File: src/hw/rtl/psc_pkg.sv
`timescale 1ns / 1ps
`default_nettype none

package psc_pkg;

    // payload widths
    localparam int RANGE_W = 16;
    localparam int ANGLE_W = 16;
    localparam int COORD_W = 17;
    localparam int BEAM_W  = 10;
    localparam int CFG_W   = 16;
    localparam int ADDR_W  = 1;

    // datapath: q.14 vectors and q0.32 turn angle, with headroom
    localparam int DATA_W    = 34;
    localparam int FRAC_BITS = 14;
    localparam int COORD_MAX = 65535;

    // inverse rotation gain, round(0.6072529350 * 2^30)
    localparam int                GAIN_W     = 30;
    localparam logic [GAIN_W-1:0] GAIN_Q30   = 30'd652032874;
    localparam int                GAIN_SHIFT = 16;

    // quadrant folding limits in 2^-16 turn
    localparam int QUARTER_TURN = 16384;
    localparam int HALF_TURN    = 32768;

    localparam int ATAN_ENTRIES = 24;
    localparam int ATAN_W       = 32;
    localparam int ITER_W       = 5;

    localparam int MAX_BEAMS_DEF = 1024;
    localparam int ROT_STEPS_DEF = 16;

    // register indexes
    localparam logic [ADDR_W-1:0] REG_ANGLE_STEP   = 1'd0;
    localparam logic [ADDR_W-1:0] REG_START_OFFSET = 1'd1;

    typedef struct packed {
        logic              load;
        logic [DATA_W-1:0] x0;
        logic [DATA_W-1:0] z0;
    } cordic_ctrl_t;

    typedef struct packed {
        logic              busy;
        logic              last;
        logic [DATA_W-1:0] x;
        logic [DATA_W-1:0] y;
    } cordic_stat_t;

    // atan(2^-i) in units of 2^-32 turn
    function automatic logic [ATAN_W-1:0] atan_turn(input logic [ITER_W-1:0] i);
        logic [ATAN_W-1:0] a;
        unique case (i)
            5'd0:    a = 32'h20000000;
            5'd1:    a = 32'h12E4051D;
            5'd2:    a = 32'h09FB385B;
            5'd3:    a = 32'h051111D4;
            5'd4:    a = 32'h028B0D43;
            5'd5:    a = 32'h0145D7E1;
            5'd6:    a = 32'h00A2F61E;
            5'd7:    a = 32'h00517C55;
            5'd8:    a = 32'h0028BE53;
            5'd9:    a = 32'h00145F2E;
            5'd10:   a = 32'h000A2F98;
            5'd11:   a = 32'h000517CC;
            5'd12:   a = 32'h00028BE6;
            5'd13:   a = 32'h000145F3;
            5'd14:   a = 32'h0000A2F9;
            5'd15:   a = 32'h0000517C;
            5'd16:   a = 32'h000028BE;
            5'd17:   a = 32'h0000145F;
            5'd18:   a = 32'h00000A2F;
            5'd19:   a = 32'h00000517;
            5'd20:   a = 32'h0000028B;
            5'd21:   a = 32'h00000145;
            5'd22:   a = 32'h000000A2;
            5'd23:   a = 32'h00000051;
            default: a = '0;
        endcase
        return a;
    endfunction

endpackage

`default_nettype wire

File: src/hw/rtl/polar_scan_to_cartesian.sv
`timescale 1ns / 1ps
`default_nettype none

// an input beat is registered, the setup state loads the rotation unit, the rotation runs,
// and the done state loads the output register once it is free; a new beam is taken only
// in idle, as the single shift-add rotation unit works one iteration per cycle
// a finished result waits in the output register while the next beam is taken in
// reset (aresetn low, synchronous) clears the beam counter, both registers and all valids

module polar_scan_to_cartesian #(
    parameter int MAX_BEAMS      = psc_pkg::MAX_BEAMS_DEF,
    parameter int ROTATION_STEPS = psc_pkg::ROT_STEPS_DEF
) (
    input  wire                                aclk,
    input  wire                                aresetn,

    input  wire                                cfg_wr_en,
    input  wire  [psc_pkg::ADDR_W-1:0]         cfg_addr,
    input  wire  [psc_pkg::CFG_W-1:0]          cfg_wr_data,

    input  wire                                s_valid,
    output logic                               s_ready,
    input  wire  [psc_pkg::RANGE_W-1:0]        s_range_sample,
    input  wire                                s_first_beam,

    output logic                               m_valid,
    input  wire                                m_ready,
    output logic signed [psc_pkg::COORD_W-1:0] m_x_coord,
    output logic signed [psc_pkg::COORD_W-1:0] m_y_coord,
    output logic [psc_pkg::BEAM_W-1:0]         m_beam_number
);

    localparam int CNT_W = (MAX_BEAMS > 1) ? $clog2(MAX_BEAMS) : 1;
    localparam int AW    = psc_pkg::ANGLE_W;
    localparam int PW    = psc_pkg::RANGE_W + psc_pkg::GAIN_W;
    localparam int DW    = psc_pkg::DATA_W;

    typedef enum logic [3:0] {
        S_IDLE   = 4'b0001,
        S_SETUP  = 4'b0010,
        S_ROTATE = 4'b0100,
        S_DONE   = 4'b1000
    } state_t;

    state_t state_reg, state_next;

    logic [AW-1:0]    angle_step_reg;
    logic [AW-1:0]    start_offset_reg;
    logic [CNT_W-1:0] cnt_reg, cnt_next;

    logic [psc_pkg::RANGE_W-1:0] range_reg;
    logic [psc_pkg::BEAM_W-1:0]  beam_reg;
    logic [AW-1:0]               prod_reg;
    logic                        flip_reg, flip_next;

    logic                               m_valid_reg, m_valid_next;
    logic signed [psc_pkg::COORD_W-1:0] x_out_reg, x_out_next;
    logic signed [psc_pkg::COORD_W-1:0] y_out_reg, y_out_next;
    logic [psc_pkg::BEAM_W-1:0]         beam_out_reg, beam_out_next;

    psc_pkg::cordic_ctrl_t ctrl;
    psc_pkg::cordic_stat_t stat;

    logic                        accept;
    logic                        out_load;
    logic [CNT_W-1:0]            idx_sel;
    logic [CNT_W:0]              idx_plus;
    logic [CNT_W+AW-1:0]         idx_wide;
    logic [CNT_W+psc_pkg::BEAM_W-1:0] beam_wide;
    logic [2*AW-1:0]             mult_full;
    logic [AW-1:0]               ang_u;
    logic signed [AW:0]          ang_s;
    logic signed [AW:0]          ang_red;
    logic [PW-1:0]               gain_prod;

    function automatic logic [psc_pkg::COORD_W-1:0] round_sat(
        input logic signed [DW-1:0] v,
        input logic                 flip
    );
        logic                        neg;
        logic [DW-1:0]               mag;
        logic [DW-1:0]               rnd;
        logic [psc_pkg::COORD_W-1:0] r;
        neg = v[DW-1] ^ flip;
        mag = v[DW-1] ? DW'(-v) : DW'(v);
        rnd = (mag + DW'(1 << (psc_pkg::FRAC_BITS - 1))) >> psc_pkg::FRAC_BITS;
        r   = (rnd > DW'(psc_pkg::COORD_MAX)) ? psc_pkg::COORD_W'(psc_pkg::COORD_MAX)
                                              : rnd[psc_pkg::COORD_W-1:0];
        return neg ? -r : r;
    endfunction

    assign s_ready  = (state_reg == S_IDLE);
    assign accept   = s_valid && s_ready;
    assign out_load = (state_reg == S_DONE) && (!m_valid_reg || m_ready);

    // beam index and wrap
    assign idx_sel   = s_first_beam ? '0 : cnt_reg;
    assign idx_plus  = {1'b0, idx_sel} + 1'b1;
    assign cnt_next  = (idx_plus == (CNT_W+1)'(MAX_BEAMS)) ? '0 : idx_plus[CNT_W-1:0];
    assign idx_wide  = (CNT_W+AW)'(idx_sel);
    assign beam_wide = (CNT_W+psc_pkg::BEAM_W)'(idx_sel);
    assign mult_full = (2*AW)'(idx_wide[AW-1:0]) * (2*AW)'(angle_step_reg);

    // angle and quadrant fold into [-1/4, +1/4] turn
    assign ang_u = prod_reg - start_offset_reg;
    assign ang_s = (AW+1)'($signed(ang_u));

    always_comb begin
        ang_red   = ang_s;
        flip_next = 1'b0;
        if (ang_s > (AW+1)'(psc_pkg::QUARTER_TURN)) begin
            ang_red   = ang_s - (AW+1)'(psc_pkg::HALF_TURN);
            flip_next = 1'b1;
        end else if (ang_s < -(AW+1)'(psc_pkg::QUARTER_TURN)) begin
            ang_red   = ang_s + (AW+1)'(psc_pkg::HALF_TURN);
            flip_next = 1'b1;
        end
    end

    assign gain_prod = PW'(range_reg) * PW'(psc_pkg::GAIN_Q30);

    assign ctrl.load = (state_reg == S_SETUP);
    assign ctrl.x0   = DW'(gain_prod[PW-1:psc_pkg::GAIN_SHIFT]);
    assign ctrl.z0   = {{(DW-AW-1-AW){ang_red[AW]}}, ang_red, {AW{1'b0}}};

    psc_cordic #(
        .ROTATION_STEPS(ROTATION_STEPS)
    ) u_cordic (
        .aclk   (aclk),
        .aresetn(aresetn),
        .ctrl   (ctrl),
        .stat   (stat)
    );

    always_comb begin
        state_next = state_reg;
        unique case (state_reg)
            S_IDLE: begin
                if (s_valid) begin
                    state_next = S_SETUP;
                end
            end
            S_SETUP: begin
                state_next = S_ROTATE;
            end
            S_ROTATE: begin
                if (stat.last) begin
                    state_next = S_DONE;
                end
            end
            S_DONE: begin
                if (out_load) begin
                    state_next = S_IDLE;
                end
            end
            default: begin
                state_next = S_IDLE;
            end
        endcase
    end

    always_comb begin
        m_valid_next  = m_valid_reg && !m_ready;
        x_out_next    = x_out_reg;
        y_out_next    = y_out_reg;
        beam_out_next = beam_out_reg;
        if (out_load) begin
            m_valid_next  = 1'b1;
            x_out_next    = $signed(round_sat($signed(stat.x), flip_reg));
            y_out_next    = $signed(round_sat($signed(stat.y), flip_reg));
            beam_out_next = beam_reg;
        end
    end

    always_ff @(posedge aclk) begin
        if (!aresetn) begin
            state_reg        <= S_IDLE;
            cnt_reg          <= '0;
            angle_step_reg   <= '0;
            start_offset_reg <= '0;
            m_valid_reg      <= 1'b0;
        end else begin
            state_reg   <= state_next;
            m_valid_reg <= m_valid_next;
            if (accept) begin
                cnt_reg <= cnt_next;
            end
            if (cfg_wr_en) begin
                unique case (cfg_addr)
                    psc_pkg::REG_ANGLE_STEP:   angle_step_reg   <= cfg_wr_data;
                    psc_pkg::REG_START_OFFSET: start_offset_reg <= cfg_wr_data;
                    default: begin
                    end
                endcase
            end
        end
    end

    always_ff @(posedge aclk) begin
        if (accept) begin
            range_reg <= s_range_sample;
            beam_reg  <= beam_wide[psc_pkg::BEAM_W-1:0];
            prod_reg  <= mult_full[AW-1:0];
        end
        if (state_reg == S_SETUP) begin
            flip_reg <= flip_next;
        end
        x_out_reg    <= x_out_next;
        y_out_reg    <= y_out_next;
        beam_out_reg <= beam_out_next;
    end

    assign m_valid       = m_valid_reg;
    assign m_x_coord     = x_out_reg;
    assign m_y_coord     = y_out_reg;
    assign m_beam_number = beam_out_reg;

    a_busy_not_ready: assert property (@(posedge aclk) disable iff (!aresetn)
        stat.busy |-> !s_ready)
        else $error("input ready while rotation running");

    a_valid_from_done: assert property (@(posedge aclk) disable iff (!aresetn)
        $rose(m_valid) |-> $past(state_reg == S_DONE))
        else $error("result beat raised outside done state");

    a_cnt_bound: assert property (@(posedge aclk) disable iff (!aresetn)
        {1'b0, cnt_reg} < (CNT_W+1)'(MAX_BEAMS))
        else $error("beam counter past beam bound");

    a_accept_starts: assert property (@(posedge aclk) disable iff (!aresetn)
        accept |=> (state_reg == S_SETUP) ##1 stat.busy)
        else $error("accepted beat did not start rotation");

endmodule

`default_nettype wire

File: src/hw/rtl/psc_cordic.sv
`timescale 1ns / 1ps
`default_nettype none

module psc_cordic #(
    parameter int ROTATION_STEPS = psc_pkg::ROT_STEPS_DEF
) (
    input  wire                    aclk,
    input  wire                    aresetn,
    input  psc_pkg::cordic_ctrl_t  ctrl,
    output psc_pkg::cordic_stat_t  stat
);

    localparam int STEPS = (ROTATION_STEPS > psc_pkg::ATAN_ENTRIES) ?
                           psc_pkg::ATAN_ENTRIES : ROTATION_STEPS;
    localparam logic [psc_pkg::ITER_W-1:0] LAST_ITER = psc_pkg::ITER_W'(STEPS - 1);

    logic                              run_reg,  run_next;
    logic [psc_pkg::ITER_W-1:0]        iter_reg, iter_next;
    logic signed [psc_pkg::DATA_W-1:0] x_reg, x_next;
    logic signed [psc_pkg::DATA_W-1:0] y_reg, y_next;
    logic signed [psc_pkg::DATA_W-1:0] z_reg, z_next;

    logic signed [psc_pkg::DATA_W-1:0] dx;
    logic signed [psc_pkg::DATA_W-1:0] dy;
    logic signed [psc_pkg::DATA_W-1:0] atan_val;

    // floor shift of the cross terms
    assign dx       = y_reg >>> iter_reg;
    assign dy       = x_reg >>> iter_reg;
    assign atan_val = $signed(psc_pkg::DATA_W'(psc_pkg::atan_turn(iter_reg)));

    always_comb begin
        run_next  = run_reg;
        iter_next = iter_reg;
        x_next    = x_reg;
        y_next    = y_reg;
        z_next    = z_reg;
        if (ctrl.load) begin
            x_next    = $signed(ctrl.x0);
            y_next    = '0;
            z_next    = $signed(ctrl.z0);
            iter_next = '0;
            run_next  = 1'b1;
        end else if (run_reg) begin
            if (!z_reg[psc_pkg::DATA_W-1]) begin
                x_next = x_reg - dx;
                y_next = y_reg + dy;
                z_next = z_reg - atan_val;
            end else begin
                x_next = x_reg + dx;
                y_next = y_reg - dy;
                z_next = z_reg + atan_val;
            end
            iter_next = iter_reg + 1'b1;
            if (iter_reg == LAST_ITER) begin
                run_next = 1'b0;
            end
        end
    end

    always_ff @(posedge aclk) begin
        if (!aresetn) begin
            run_reg  <= 1'b0;
            iter_reg <= '0;
        end else begin
            run_reg  <= run_next;
            iter_reg <= iter_next;
        end
    end

    always_ff @(posedge aclk) begin
        x_reg <= x_next;
        y_reg <= y_next;
        z_reg <= z_next;
    end

    assign stat.busy = run_reg;
    assign stat.last = run_reg && (iter_reg == LAST_ITER);
    assign stat.x    = x_reg;
    assign stat.y    = y_reg;

    a_no_load_while_running: assert property (@(posedge aclk) disable iff (!aresetn)
        ctrl.load |-> !run_reg)
        else $error("rotation restarted while running");

    a_iter_in_range: assert property (@(posedge aclk) disable iff (!aresetn)
        run_reg |-> (iter_reg <= LAST_ITER))
        else $error("iteration count past table end");

    a_stop_on_last: assert property (@(posedge aclk) disable iff (!aresetn)
        $fell(run_reg) |-> ($past(iter_reg) == LAST_ITER))
        else $error("rotation stopped early");

endmodule

`default_nettype wire

File: config.mk
export PLATFORM = sky130hd
export DESIGN_NAME = polar_scan_to_cartesian
export DESIGN_NICKNAME = d
export VERILOG_FILES = /design/src/hw/rtl/psc_pkg.sv /design/src/hw/rtl/polar_scan_to_cartesian.sv /design/src/hw/rtl/psc_cordic.sv
export SDC_FILE = /design/constraint.sdc
export NUM_CORES = 2
export LEC_CHECK = 0
export ABC_CLOCK_PERIOD_IN_PS = 17400
export BUFFER_PORTS_ARGS = -buffer_cell sky130_fd_sc_hd__buf_2
export CORE_MARGIN = 2
export CORE_UTILIZATION = 35
export DETAILED_ROUTE_END_ITERATION = 12
export SLEW_MARGIN = 15
export SYNTH_ARGS = -nofsm -noshare
export SYNTH_HDL_FRONTEND = slang
export SYNTH_SLANG_ARGS = --single-unit
File: constraint.sdc
create_clock -name aclk -period 17.4 [get_ports aclk]
set_clock_uncertainty 0.2 [all_clocks]
set_input_delay 2.61 -clock aclk [delete_from_list [all_inputs] [get_ports aclk]]
set_output_delay 2.61 -clock aclk [all_outputs]
set_load 0.05 [all_outputs]
==> results.md <==
## Outcome
* **run status** finished, final reports clean

## Hold path
* **hold path start** beam_reg[0]
* **worst-case hold path end point** m_beam_number[0]
* **Hold Path Depth** 0
* **Hold/Removal Path Class** reg -> reg

## GRT
* **initial antenna violation count** 1
* **Tot GR Track Use** 19.5%
* **global-route wire length before repair** 168000 um
* **number of global-route vias before repair** 30000
* **aggregate global routing overflow** 0
* **largest net degree at the start of global routing** 80

## STA
* **number of setup violations in the final report** 0
* **total negative slack for setup checks** 0 ns
* **count of endpoints failing hold in the final timing report** 0
* **max-slew violations** 0
* **f_max** 123 MHz
* **time the worst path needs with I/O delays and setup** 8.16 ns
* **actual slew at the worst max-slew pin** 1.27 ns
* **Period Utilization, post-route** 46.9%
* **normalized max-slew margin** 15.5%
* **RSZ-0062 raised after global routing** false

## Floorplanning
* **I/O pin count** 85
* **chip width** 327 um
* **area of the core** 103000 sq um
* **total number of placement rows** 118
* **starting density of the core** 35.3%
* **area of the die** 107000 sq um
* **die boundary height** 327 um

## Finish
* **number of nets at the end of the flow** 4739
* **fraction of layout cells with a size suffix above 1** 8.79%
* **final antenna diode count** 0
* **post-layout instance count excluding filler cells** 5543
* **Area growth syn-to-layout** 7.79%

## Clock tree
* **number of buffers inserted during clock tree synthesis** 36
* **# H-tree levels** 2
* **CTS Hold Buffers Added** 0
* **clock latency at the later pin of the worst-skew pair** 0.60 ns
* **count of instances resized after the clock tree is built** 0
* **CTS tree** built
* **number of clock sinks** 272
* **Worst-path clk slew** 0.06 ns
* **maximum count of clock buffers along a single path** 3
* **library cell used as clock root buffer** sky130_fd_sc_hd__clkbuf_16
* **number of setup buffers added after CTS** 0

## Worst setup path
* **Data arrival, critical path** 8.46 ns
* **Setup Crit Path Kind** reg -> reg
* **crit path launch type** register
* **Register-to-Register Path Depth** 23
* **Worst Setup SP** u_cordic.iter_reg[1]
* **data required time of the critical path** 17.71 ns
* **Worst Path Max Fanout** 66
* **endpoint of the worst-slack reg-to-reg timing path** u_cordic.x_reg[33]
* **RR Startpoint** u_cordic.iter_reg[1]
* **Setup crit end kind** register
* **minimum setup slack among reg-to-reg paths** 9.24 ns

## Drt
* **vias per cell** 5.53
* **DRC viols** 0
* **per-cell routed wire length** 19.0 um
* **routed via count** 30600
* **number of DRC markers in iteration 0** 2468
* **antenna-violating nets left** 0
* **Total Wirelength** 106000 um
* **detailed-router iteration count before antenna repair** 6

## Synth
* **area share of the largest cell type after synthesis** 13.3%
* **synthesis-stage register bit count** 272
* **share of synthesized flip-flops with an asynchronous set or reset** 0%
* **total number of yosys warnings** 0
* **combined area of all synthesized cells** 36500 sq um
* **top cells by count, synth** sky130_fd_sc_hd__inv_1, sky130_fd_sc_hd__nand2_1, sky130_fd_sc_hd__ha_1
* **most common cell in the synthesized netlist** sky130_fd_sc_hd__inv_1
* **number of library cell types mapped by synthesis** 94
* **largest cells by area after synthesis** sky130_fd_sc_hd__fa_1, sky130_fd_sc_hd__edfxtp_1, sky130_fd_sc_hd__ha_1
* **number of synthesized flops with an enable pin** 135
* **dominant synthesized flop cell** sky130_fd_sc_hd__dfxtp_1
* **sequential cell area fraction in the yosys report** 18.6%
* **biggest area consumer among synthesized cells** sky130_fd_sc_hd__fa_1
* **Post-Synthesis Net Count** 4803
* **post-synthesis cell count** 4199
* **Post-Synthesis Mean Instance Area** 8.69 sq um

## Placement
* **number of placed instances with taps included** 5477
* **placed wire-length estimate after detailed placement** 80400 um
* **PortBufs** 84
* **weighted congestion reported at the end of routability-driven placement** 0.968

## Run
* **max-cap check violation count** 0

placed cells by master (no fill, tap or decap), types with 27 or more instances in the layout:
cell | synthesis | final
sky130_fd_sc_hd__inv_1 | 425 | 422
sky130_fd_sc_hd__nand2_1 | 403 | 403
sky130_fd_sc_hd__ha_1 | 323 | 323
sky130_fd_sc_hd__a21oi_1 | 274 | 274
sky130_fd_sc_hd__nor2_1 | 268 | 268
sky130_fd_sc_hd__fa_1 | 242 | 242
sky130_fd_sc_hd__xnor2_1 | 208 | 208
sky130_fd_sc_hd__o21ai_0 | 187 | 187
sky130_fd_sc_hd__edfxtp_1 | 135 | 135
sky130_fd_sc_hd__dfxtp_1 | 137 | 132
sky130_fd_sc_hd__xor2_1 | 118 | 118
sky130_fd_sc_hd__mux4_2 | 91 | 91
sky130_fd_sc_hd__buf_2 | 27 | 84
sky130_fd_sc_hd__and2_1 | 80 | 80
sky130_fd_sc_hd__mux2i_1 | 78 | 77
sky130_fd_sc_hd__nor3_1 | 71 | 70
sky130_fd_sc_hd__a21o_1 | 70 | 70
sky130_fd_sc_hd__a31oi_1 | 55 | 55
sky130_fd_sc_hd__nor2b_1 | 57 | 54
sky130_fd_sc_hd__nand3_1 | 51 | 51
sky130_fd_sc_hd__nand2b_1 | 46 | 46
sky130_fd_sc_hd__a21boi_0 | 46 | 46
sky130_fd_sc_hd__a211oi_1 | 46 | 46
sky130_fd_sc_hd__clkbuf_16 | 0 | 42
sky130_fd_sc_hd__and3_1 | 41 | 41
sky130_fd_sc_hd__o22ai_1 | 36 | 36
sky130_fd_sc_hd__buf_4 | 5 | 36
sky130_fd_sc_hd__o21a_1 | 35 | 35
sky130_fd_sc_hd__o31ai_1 | 29 | 29
sky130_fd_sc_hd__or3_1 | 28 | 28
sky130_fd_sc_hd__a22oi_1 | 27 | 27
sky130_fd_sc_hd__mux2_2 | 27 | 27
worst max-delay path by stage:
stage	endpoint
2_1_floorplan	prod_reg[15]
3_3_place_gp	prod_reg[15]
3_5_place_dp	prod_reg[15]
4_1_cts	prod_reg[15]
5_1_grt	u_cordic.x_reg[33]
6_report	u_cordic.x_reg[33]
through the flow:
step                      utilization, %  cell area (sq um)  hold slack (ns)  setup WS (ns)
after floorplan                        -              36500            0.200           9.41
after global placement              36.8              38100            0.207           8.64
after detailed placement            36.8              38100            0.218           8.58
after CTS                           38.0              39300            0.218           9.17
after global routing                38.0              39400            0.231           8.65
final                               38.0              39400            0.217           9.24
critical path: stages, from the launching register on:
cell and delay [ns]:
sky130_fd_sc_hd__dfxtp_4 0.94, sky130_fd_sc_hd__buf_4 0.76, sky130_fd_sc_hd__mux4_2 0.60, sky130_fd_sc_hd__mux2i_1 0.27, sky130_fd_sc_hd__o21ai_0 0.16, sky130_fd_sc_hd__a211oi_1 0.77
sky130_fd_sc_hd__nand4_1 0.26, sky130_fd_sc_hd__nor4b_2 0.54, sky130_fd_sc_hd__nand3_1 0.13, sky130_fd_sc_hd__nand2_1 0.17, sky130_fd_sc_hd__o21ai_0 0.13, sky130_fd_sc_hd__xnor2_1 0.27
sky130_fd_sc_hd__ha_1 0.34, sky130_fd_sc_hd__and2_1 0.17, sky130_fd_sc_hd__and3_1 0.19, sky130_fd_sc_hd__a221o_1 0.35, sky130_fd_sc_hd__o2bb2ai_1 0.14, sky130_fd_sc_hd__a31oi_1 0.29
sky130_fd_sc_hd__a21oi_1 0.17, sky130_fd_sc_hd__a221o_1 0.38, sky130_fd_sc_hd__a31oi_1 0.21, sky130_fd_sc_hd__xor2_1 0.10, sky130_fd_sc_hd__or3_1 0.32, sky130_fd_sc_hd__a21oi_1 0.14
cells by family after synthesis:
group / after synthesis / synth area share [%]
flops: 272 / 18.6
buf+inv: 652 / 6.89
fa+ha+maj: 565 / 24.3
mux: 196 / 8.59
compound gates: 1005 / 17.9
xor+xnor: 327 / 7.88
simple gates: 1182 / 15.8
layer usage:
| layer | part of all wire, % | GRT usage, % | up-vias |
|---|---|---|---|
| li1 | - | - | 14700 |
| met1 | 45 | 26.7 | 14800 |
| met2 | 45 | 31.6 | 1009 |
| met3 | 6.3 | 2.75 | 184 |
| met4 | 3.2 | 6.16 | 0 |
| met5 | 0 | 0 | - |
final cells by class:
cell class / instances / area, sq um
Clock buffer: 52 / 1150
Clock inverter: 14 / 144
Fill cell: 10500 / 64100
Inverter: 430 / 1610
Multi-Input combinational cell: 3275 / 27200
Sequential cell: 272 / 6810
Tap cell: 1380 / 1730
Timing Repair Buffer: 120 / 691
Power is left out: the tool's default activity adds up to more than one toggle a clock period on the data nets, which glitch-free logic cannot reach.
